### config.mk
export PLATFORM = sky130hd
export DESIGN_NAME = bss_cell
export DESIGN_NICKNAME = d
export VERILOG_FILES = /design/src/assert_macros.svh /design/src/bss_pkg.sv /design/src/bss_cell.sv
export SDC_FILE = /design/constraint.sdc
export NUM_CORES = 1
export LEC_CHECK = 0
export BUFFER_PORTS_ARGS = -buffer_cell sky130_fd_sc_hd__buf_2
export CORE_AREA = 2 2 125 127
export DETAILED_ROUTE_END_ITERATION = 10
export DIE_AREA = 0 0 127 129
export PLACE_DENSITY = 0.84
export SLEW_MARGIN = 10
export SYNTH_ARGS = -nofsm -noshare
export SYNTH_HDL_FRONTEND = slang
export SYNTH_SLANG_ARGS = --single-unit
### constraint.sdc
create_clock -name vclk -period 8.3
set_input_delay 0 -clock vclk [all_inputs]
set_output_delay 0 -clock vclk [all_outputs]
set_load 0.02 [all_outputs]
### src/assert_macros.svh
// Assertion macros used by the top-level RTL file of the survival scan block.
`ifndef ASSERT_MACROS_SVH
`define ASSERT_MACROS_SVH
`ifndef SYNTHESIS
`define ASSERT_IMPLIES(label, clk, rst_n, ante, cons) \
    label: assert property (@(posedge clk) disable iff (!(rst_n)) (ante) |-> (cons)) \
        else $error("implication check failed");
`define ASSERT_NEXT(label, clk, rst_n, ante, cons) \
    label: assert property (@(posedge clk) disable iff (!(rst_n)) (ante) |=> (cons)) \
        else $error("next-cycle check failed");
`else
`define ASSERT_IMPLIES(label, clk, rst_n, ante, cons)
`define ASSERT_NEXT(label, clk, rst_n, ante, cons)
`endif
`endif

### src/bss_pkg.sv
// Types, constants and saturation helper for the bivariate survival scan.
`timescale 1ns / 1ps
package bss_pkg;

    typedef logic signed [31:0] q_t;

    localparam q_t Q_ONE = 32'sh4000_0000;
    localparam logic [8:0] SIZE_RESET = 9'd256;

    typedef struct packed {
        q_t   joint_prob;
        q_t   row_margin;
        q_t   col_margin;
        logic first_col;
        logic first_row;
        logic last_cell;
    } cell_t;

    typedef struct packed {
        q_t row_accum;
        q_t tail;
        q_t survival;
    } cell_result_t;

    function automatic q_t sat33(input logic signed [32:0] v);
        q_t r;
        if (v[32] != v[31]) begin
            r = v[32] ? 32'sh8000_0000 : 32'sh7FFF_FFFF;
        end else begin
            r = v[31:0];
        end
        return r;
    endfunction

endpackage

### src/bss_cell.sv
// Per-cell arithmetic: row sum, first-row tail and saturated survival value.
`timescale 1ns / 1ps
module bss_cell
    import bss_pkg::*;
(
    input  cell_t        item,
    input  q_t           row_accum,
    input  q_t           tail,
    input  q_t           above_rd,
    output cell_result_t result
);

    logic signed [32:0] ra_sum;
    logic signed [32:0] tail_sum;
    logic signed [32:0] surv_sum;
    q_t                 ra_new;
    q_t                 tail_new;
    q_t                 above;

    always_comb begin
        if (item.first_col) begin
            ra_sum   = {item.joint_prob[31], item.joint_prob}
                     - {item.row_margin[31], item.row_margin};
            tail_sum = {Q_ONE[31], Q_ONE} - {item.col_margin[31], item.col_margin};
        end else begin
            ra_sum   = {row_accum[31], row_accum} + {item.joint_prob[31], item.joint_prob};
            tail_sum = {tail[31], tail} - {item.col_margin[31], item.col_margin};
        end
        ra_new   = sat33(ra_sum);
        tail_new = item.first_row ? sat33(tail_sum) : tail;
        above    = item.first_row ? tail_new : above_rd;
        surv_sum = {above[31], above} + {ra_new[31], ra_new};

        result.row_accum = ra_new;
        result.tail      = tail_new;
        result.survival  = sat33(surv_sum);
    end

endmodule

[Yosys cells after proc, flatten, opt, wreduce, memory -nomap -nowiden]
Index checks and enable logic that the tools add are counted.
Word-level totals
  output and inout bits: 96
  memories kept: 0
  bits in latches: 0
  bits in writable memories: 0
  word-level logic and storage cells: 18
  flip-flop bits (word level): 0
  memory bits (read-only): 0
Cells by class
  multiply operators: 0
  reductions and logical operators: 0
  bitwise operators: 0
  $lt $le $gt $ge: 0
  shifts and indexed selects: 0
  div/mod/pow operators: 0
  eq/ne operators: 3
  $add $sub $neg: 5
  multiplexer cells: 10
Operators with widths (count)
  two-way mux 32 bit: 8
  adder 32 x 32 -> 33 bit: 2
  two-way mux 33 bit: 2
  subtractor 32 x 32 -> 33 bit: 2
  subtractor 32 x 32 -> 33 bit, first input constant: 1
  != test 1 bit: 3

[Longest topological paths before layout]
Gate-level depths: netlist of run 1.
  depth in word-level cells: 9
  mapped depth: 40
  gate-level depth less buffers: 36

[Worst setup path before layout of run 1]
OpenSTA, ideal clock, no wires.
  path kind: input port to output port
  start: input row_accum[12]
  end: output result[27] (netlist name)
  stages on the path: 36
  data required time: 8.300 ns
  path buffers: 3
  arrival time: 7.655 ns
  slack: 0.645 ns
  cells stage by stage: or4_4 > nor4b_4 > nand2_1 > or2_2 > nor4_1 > xor2_1 > nor2_1 > a21oi_1 > ha_1 > a21o_1 > a21o_1 > a21o_1 > a211oi_1 > o31ai_1 > a31oi_1 > o21ai_0 > a21oi_1 > xnor2_1 > ha_1 > clkbuf_2 > or3b_1 > mux2i_1 > a311oi_2 > buf_6 > o21ai_2 > ha_1 > a211oi_1 > o211ai_1 > a221oi_1 > o21ai_0 > a21oi_1 > o41ai_2 > xor2_2 > nor2_4 > buf_4 > o21ai_0
RTL lines
  from (decl): RTL line bss_cell.sv:7  | input q_t row_accum,
  to (decl): RTL line bss_cell.sv:10  | output cell_result_t result

==> results.py, run 1 <==
metrics = {
    "final_layout": {
        "nClkBuffers": 0,
        "ff_latch_area_um2": 0,
        "seq_cells": 0,
        "drive_gt1_share_pct": 25.9,
        "layoutNonFillerInstCount": 1660,
        "nFillCells": 1456,
        "syn_to_final_growth_pct": 22.0,
        "antenna_cells": 0,
        "nNetsFinal": 1771,
    },
    "routing": {
        "ant_nets": 0,
        "firstDrtPassIters": 5,
        "via_per_inst": 6.05,
        "wirelength_um": 27400,
        "drc": 0,
        "drtIter0Drc": 758,
        "wl_per_cell_um": 16.5,
        "vias": 10000,
    },
    "place": {
        "port_buffers": 290,
        "dpl.hpwl_um": 22900,
        "gp_congestion": 1.02,
        "dpl_worst_slack_ns": 0.254,
        "dp_cells": 1654,
    },
    "sta": {
        "timing.fmax_mhz": 127,
        "slew_viol_final": 0,
        "period_share_pct": 94.8,
        "timing.final.hold_violations": 0,
        "min_period_ns": 7.87,
        "worst_pin_slew_ns": 1.01,
        "slew_headroom_pct": 32.5,
        "setup_viol": 0,
        "fin_ws_ns": 0.428,
    },
    "worst_setup_path": {
        "cp_common_cell": "a21oi_1",
        "end_kind": "output pin",
        "cp-start-kind": "input pin",
        "crit_family": "compound AO/OA/AOI/OAI gates",
        "crit_buf_inv": 4,
        "critPathMaxFanout": 26,
        "cp.arrival_ns": 7.87,
        "crit_type": "input pin to output pin",
        "slowest_stage": "or4_4",
        "cp_slowest_stage_delay_ns": 0.55,
        "worstSetupStartpoint": "row_accum[12]",
        "required_ns": 8.30,
    },
    "die": {
        "coreArea_um2": 15000,
        "ios": 291,
        "initial_core_util_pct": 52.6,
        "dieWidth_um": 127,
        "die_h_um": 129,
        "dieArea_um2": 16400,
        "rows": 45,
    },
    "synth": {
        "syn_area_um2": 7890,
        "syn_nets": 1515,
        "avgSynthCellArea_um2": 6.47,
        "yosysWarnings": 0,
        "synthesis.instances": 1218,
        "ys_seq_area_share_pct": 0,
        "synth_cell_types": 79,
    },
    "grt": {
        "antenna_found_initial": 0,
        "grt_pass1_vias": 8949,
        "globalRouteTotalUtil_pct": 30.7,
        "grt_remaining_overflow": 0,
        "grt_max_degree": 54,
        "grt_pass1_wl_um": 42000,
    },
    "status": {
        "status": "finished clean",
    },
    "worst_hold_path": {
        "hp-class": "input pin to output pin",
        "hp-start": "tail[26]",
    },
    "power_and_ir_drop": {
        "p_leak_nw": 4.73,
        "vdd_ir_drop_max_mv": 0.342,
        "powerDensity_nw_per_um2": 346,
    },
    "clock_network": {
        "hold_buffers": 0,
    },
    "run": {
        "max_cap_viol_count": 0,
    },
}
==> kinds of logic after synthesis <==
group | synth area share (%)
muxes | 1.41
AOI/OAI and AO/OA | 37.7
xor gates and xnor gates | 12.5
buffers and inverters | 6.33
and+or+nand+nor | 24.9
adders and majority gates | 17.1
==> layout by cell type (no fill, tap or decap), drive strengths merged, types with 4 or more instances in the layout <==
cell / Yosys / layout
buf: 24 / 309
a21oi: 181 / 181
nand2: 133 / 133
o21ai: 114 / 114
ha: 99 / 99
nor2: 96 / 97
inv: 62 / 62
xnor2: 60 / 60
xor2: 52 / 52
a21o: 49 / 49
nor2b: 40 / 40
nor3: 24 / 24
nand3: 22 / 22
nand4: 15 / 15
a31oi: 15 / 15
a211oi: 15 / 15
nand2b: 14 / 14
o21a: 13 / 13
or3: 13 / 13
o21bai: 12 / 12
o31ai: 10 / 10
mux2i: 10 / 10
o211ai: 10 / 10
nor4: 8 / 8
and3: 7 / 7
and2: 6 / 6
or2: 6 / 6
o221ai: 6 / 6
maj3: 5 / 5
a211o: 4 / 4
a22oi: 4 / 4
a311oi: 4 / 4
==> per-stage QoR <==
stage	power, mW	TNS, ns	instance area [um^2]	hold WS, ns	util [%]
final	3.33	0	9620	0.349	64.3
after floorplan	2.23	0	7890	0.162	-
after global placement	3.13	0	9460	0.352	63.2
after global routing	3.58	-0.260	9620	0.360	64.3
after CTS	3.16	0	9460	0.349	63.2
after detailed placement	3.14	0	9460	0.348	63.2
==> power breakdown <==
| part | internal [mW] | leakage (nW) | switching, mW |
|---|---|---|---|
| Combinational | 1.19 | 4.73 | 2.14 |
| Sequential | 0 | 0 | 0 |
| Clock | 0 | 0 | 0 |
| Total | 1.19 | 4.73 | 2.14 |
==> cells in the mapped netlist (4+ instances only) <==
master	count	area, um^2
o221ai_1	6	52.6
a22oi_1	4	30.0
ha_1	99	1240
and2_1	6	37.5
a211oi_1	13	97.6
nand2_1	132	495
nand4_1	14	87.6
nor3_1	24	120
nor2b_1	40	250
a21oi_1	180	901
inv_1	61	229
nor2_1	95	357
nand2b_1	14	87.6
and3_1	7	43.8
o21ai_0	82	410
or3_1	13	81.3
maj3_1	5	50.1
a211o_1	4	35.0
clkbuf_1	32	120
nand3_1	22	110
nor4_1	7	43.8
mux2i_1	10	100
buf_2	14	70.1
o31ai_1	10	75.1
a21o_1	49	368
or2_2	5	31.3
buf_1	4	15.0
xor2_1	51	447
a31oi_1	15	93.8
o21bai_1	12	90.1
xnor2_1	60	526
o211ai_1	8	60.1
o21ai_2	29	254
o21a_1	13	97.6
==> layer usage <==
metal,part of all wire (%),wire length (um),global-route usage [%],vias to the layer above
met4,4.1,1140,9.63,0
met1,40,11000,37.2,4494
met3,8.1,2220,4.07,84
li1,-,-,-,4952
met5,0,0,0,-
met2,48,13100,56.3,507
==> worst paths after layout <==
check / end / slack (ns) / cells after the start
max: result[19] / 0.43 / 38
min: result[58] / 0.35 / 4
==> cell type report <==
type	count	area (um^2)	share of cell area (%)
inverters	62	233	2.42
multi-input cells	1100	7520	78.2
well taps	188	235	2.44
repair buffers	310	1630	17.0
==> timing repair <==
item | CTS | global route
gates resized for setup | 0 | 21
endpoints found under the setup margin | 0 | 32
setup buffers | 0 | 4
(Power assumes the default switching activity.)
==> inputs of run 2 (changes only) <==
- ABC_CLOCK_PERIOD_IN_PS: not set -> 8300
- GPL_TIMING_DRIVEN: not set -> 0
==> run 2 against run 1 <==
Net effect: sequential cell count unchanged; die area unchanged; largest cell class unchanged; cell count up 2.9%; clock-buffer cell count unchanged; total power up 4.5%; routed wire length up 7.5%; combinational power up 5%; worst hold slack better by 0.0017 ns; design area up 2.7%; critical path type unchanged; maximum frequency down 0.65%; first-iteration DRC count up 3.2%; non-clock buffer count up 49.
==> results.py, run 2 (synthesis gave the netlist of run 1 again) <==
metrics = {
    "grt": {
        "grt_remaining_overflow": 0,
        "grt_pass1_vias": 9430,
        "globalRouteTotalUtil_pct": 33.9,
        "grt_pass1_wl_um": 45500,
        "grt_max_degree": 11,
        "antenna_found_initial": 0,
    },
    "sta": {
        "final.setup.tns_ns": 0,
        "timing.final.hold_violations": 0,
        "fin_ws_ns": 0.377,
        "worst_pin_slew_ns": 0.765,
        "holdWs_ns": 0.350,
        "timing.fmax_mhz": 126,
        "min_period_ns": 7.92,
        "slew_viol_final": 0,
        "setup_viol": 0,
        "slew_headroom_pct": 49.0,
        "period_share_pct": 95.5,
    },
    "power_and_ir_drop": {
        "p_seq_share_pct": 0,
        "p_clk_share_pct": 0,
        "vdd_ir_drop_max_mv": 0.316,
        "intPower_mw": 1.27,
        "switching_share_pct": 63.5,
        "powerDensity_nw_per_um2": 352,
        "power_frac_comb_pct": 100.0,
        "p_leak_nw": 4.84,
        "p_sw_mw": 2.21,
    },
    "die": {
        "dieWidth_um": 127,
        "ios": 291,
        "coreArea_um2": 15000,
        "initial_core_util_pct": 52.6,
        "die_h_um": 129,
        "rows": 45,
        "dieArea_um2": 16400,
    },
    "place": {
        "dp_cells": 1694,
        "dpl.hpwl_um": 24900,
        "gp_congestion": 0.984,
        "dpl_worst_slack_ns": -1.11,
        "port_buffers": 288,
    },
    "worst_setup_path": {
        "end_kind": "output pin",
        "crit_buf_inv": 7,
        "critPathMaxFanout": 10,
        "crit_type": "input pin to output pin",
        "cp-start-kind": "input pin",
        "slowest_stage": "or4_4",
        "crit_cells": 41,
        "crit_family": "compound AO/OA/AOI/OAI gates",
        "cp.arrival_ns": 7.92,
        "cp_slowest_stage_delay_ns": 0.56,
        "required_ns": 8.30,
    },
    "worst_hold_path": {
        "hp-class": "input pin to output pin",
        "hp-start": "tail[20]",
        "whs_path_depth": 4,
        "min_to": "result[52]",
    },
    "routing": {
        "route.layer.met1.wl_um": 11800,
        "vias": 10200,
        "drc": 0,
        "top_layer_used": "met4",
        "ant_nets": 0,
        "route.met3.wl_um": 2330,
        "drtIter0Drc": 782,
        "met2_length_um": 14300,
        "via_per_inst": 5.99,
        "wl_per_cell_um": 17.3,
        "firstDrtPassIters": 7,
        "wirelength_um": 29500,
    },
    "final_layout": {
        "layout_common_cells": "buf_2, a21oi_1, nand2_1",
        "nFillCells": 1414,
        "syn_to_final_growth_pct": 25.4,
        "mostFrequentLayoutCell": "buf_2",
        "nNetsFinal": 1819,
        "seq_cells": 0,
        "antenna_cells": 0,
        "ff_latch_area_um2": 0,
        "drive_gt1_share_pct": 26.7,
        "layoutNonFillerInstCount": 1708,
        "final_util_pct": 66.0,
        "nClkBuffers": 0,
    },
    "clock_network": {
        "hold_buffers": 0,
    },
    "run": {
        "max_cap_viol_count": 0,
    },
    "status": {
        "status": "finished clean",
    },
}
## run 2: layout make-up
class                      instances  area (um^2)  share of cell area, %
inverter                          62          233                   2.35
tap                              188          235                   2.38
multi-input combinational       1099         7580                   76.7
timing repair buffer             302         1550                   15.7
buffer                            57          287                   2.90
## run 2: how the worst max path moves through the flow
stage / from / endpoint / slack [ns]
floorplan: row_accum[12] / result[27] / 0.64
global placement: item[2] / result[19] / -0.97
detailed placement: item[2] / result[19] / -1.11
CTS: row_accum[12] / result[19] / -0.004
global route: row_accum[12] / result[11] / -0.06
finish: row_accum[12] / result[10] / 0.38
## run 2: per-layer routing
metal	GRT usage (%)	vias up
met3	4.24	73
met2	62.6	530
met4	11.3	0
met1	40.6	4584
met5	0	-
li1	-	5044
## run 2: tightest hold or removal path, delay by kind of cell
| kind | cells | cell delay, ns |
|---|---|---|
| AOI/OAI and AO/OA | 1 | 0.05 |
| and+or+nand+nor | 1 | 0.05 |
| buffers and inverters | 2 | 0.25 |
## run 2: power groups by stage
stage / logic (mW) / registers, mW / clock network [mW]
after floorplan: 2.23 / 0 / 0
after global placement: 3.16 / 0 / 0
after detailed placement: 3.18 / 0 / 0
after CTS: 3.24 / 0 / 0
after global routing: 3.73 / 0 / 0
final: 3.48 / 0 / 0
## run 2: what timing repair did
item,CTS,global route
cloned,0,0
pin swaps,2,13
resized for setup,12,38
setup endpoints to repair,32,31
setup buffers,2,12
## run 2: metrics by stage
stage | total power [mW] | cell area, um^2
finish | 3.48 | 9890
global route | 3.73 | 9890
CTS | 3.24 | 9640
detailed placement | 3.18 | 9560
global placement | 3.16 | 9560
floorplan | 2.23 | 7890
==> inputs of run 3 (changes only) <==
- REMOVE_ABC_BUFFERS: not set -> 1
==> run 3 against run 2 <==
Net effect: clock-buffer cell count did not move; critical path depth shrank 3; total power shrank 2.6%; sequential share of layout area did not move; non-clock buffer count decreased by 41; maximum frequency is 0.64% lower; highest routed layer unchanged; largest power group unchanged; largest cell class unchanged.
==> results.py, run 3 (synthesis gave the netlist of run 1 again) <==
metrics = {
    "status": {
        "status": "finished clean",
    },
    "worst_setup_path": {
        "end_kind": "output pin",
        "required_ns": 8.30,
        "cp-endpoint": "result[29]",
        "cp-start-kind": "input pin",
        "slowest_stage": "or4_4",
        "crit_type": "input pin to output pin",
        "cp_slowest_stage_delay_ns": 0.56,
        "cp_common_cell": "nor2_1",
        "cp.arrival_ns": 7.97,
        "worstSetupStartpoint": "row_accum[12]",
        "critPathMaxFanout": 15,
    },
    "worst_hold_path": {
        "hp-start": "tail[28]",
        "hp-class": "input pin to output pin",
    },
    "place": {
        "gp_congestion": 0.944,
        "dpl_worst_slack_ns": -1.14,
        "place_area_um2": 9450,
        "port_buffers": 290,
        "dpl.hpwl_um": 22200,
        "dp_cells": 1645,
    },
    "sta": {
        "slew_headroom_pct": 41.6,
        "timing.fmax_mhz": 125,
        "slew_viol_final": 0,
        "holdWs_ns": 0.352,
        "setup_viol": 0,
        "final.setup.tns_ns": 0,
        "timing.final.hold_violations": 0,
        "min_period_ns": 7.97,
        "worst_pin_slew_ns": 0.875,
        "fin_ws_ns": 0.325,
        "period_share_pct": 96.1,
    },
    "power_and_ir_drop": {
        "p_leak_nw": 4.80,
        "vdd_ir_drop_max_mv": 0.323,
        "switching_share_pct": 63.2,
        "p_sw_mw": 2.15,
        "finalPower_mw": 3.39,
        "p_seq_share_pct": 0,
        "power_frac_comb_pct": 100.0,
        "intPower_mw": 1.25,
        "powerDensity_nw_per_um2": 346,
        "p_clk_share_pct": 0,
    },
    "die": {
        "initial_core_util_pct": 52.6,
        "dieArea_um2": 16400,
        "ios": 291,
        "coreArea_um2": 15000,
        "dieWidth_um": 127,
        "die_h_um": 129,
        "rows": 45,
    },
    "grt": {
        "grt_util_met3_pct": 1.87,
        "grt_remaining_overflow": 0,
        "grt_pass1_wl_um": 42300,
        "use_met2_pct": 56.2,
        "met1_usage_pct": 38.0,
        "globalRouteTotalUtil_pct": 30.5,
        "busiest_layer": "met2",
        "grt_max_degree": 54,
        "grt_pass1_vias": 9124,
        "antenna_found_initial": 0,
    },
    "final_layout": {
        "nFillCells": 1398,
        "drive_gt1_share_pct": 26.9,
        "antenna_cells": 0,
        "final_util_pct": 65.4,
        "mostFrequentLayoutCell": "buf_2",
        "nNetsFinal": 1780,
        "layoutNonFillerInstCount": 1669,
        "nClkBuffers": 0,
        "ff_latch_area_um2": 0,
        "seq_cells": 0,
        "stdcell_area_um2": 9800,
        "multi_input_area_um2": 7600,
        "syn_to_final_growth_pct": 24.3,
        "layout_common_cells": "buf_2, a21oi_1, nand2_1",
    },
    "run": {
        "max_cap_viol_count": 0,
    },
    "routing": {
        "drtIter0Drc": 571,
        "wirelength_um": 26900,
        "vias": 9955,
        "via_per_inst": 5.96,
        "wl_per_cell_um": 16.1,
        "drc": 0,
        "ant_nets": 0,
        "firstDrtPassIters": 5,
    },
    "clock_network": {
        "hold_buffers": 0,
    },
}
[run 3: final cells by class]
type / count / share of cell area, %
Multi-Input combinational cell: 1101 / 77.6
Tap cell: 188 / 2.40
Inverter: 62 / 2.37
Timing Repair Buffer: 318 / 17.7
[run 3: critical path: cells and delay by family]
| kind | cells | cell delay (ns) |
|---|---|---|
| mux | 1 | 0.21 |
| compound gates | 14 | 3.05 |
| simple gates | 12 | 2.45 |
| xor+xnor | 3 | 0.39 |
| buf+inv | 5 | 0.84 |
| fa+ha+maj | 3 | 1.01 |
[run 3: power by group through the flow]
stage	Clock (mW)	Sequential, mW	Combinational, mW
2_1_floorplan	0	0	2.17
3_3_place_gp	0	0	3.04
3_5_place_dp	0	0	3.09
4_1_cts	0	0	3.24
5_1_grt	0	0	3.66
6_report	0	0	3.39
[run 3: per-layer routing]
layer	wire length (um)	part of all wire, %
met5	0	0
met4	964	3.6
met3	1500	5.6
met1	11300	42
met2	13100	49
[run 3: timing repair]
item / in CTS / in global routing
gates resized for setup: 15 / 17
gates cloned: 1 / 1
pin swaps: 7 / 9
setup buffers: 8 / 14
setup endpoints to repair: 32 / 32
[run 3: worst min path at each step]
| stage | end | slack, ns | cells past startpoint |
|---|---|---|---|
| 2_1_floorplan | result[59] | 0.16 | 2 |
| 3_3_place_gp | result[56] | 0.35 | 4 |
| 3_5_place_dp | result[38] | 0.35 | 4 |
| 4_1_cts | result[38] | 0.35 | 4 |
| 5_1_grt | result[46] | 0.37 | 4 |
| 6_report | result[60] | 0.35 | 4 |
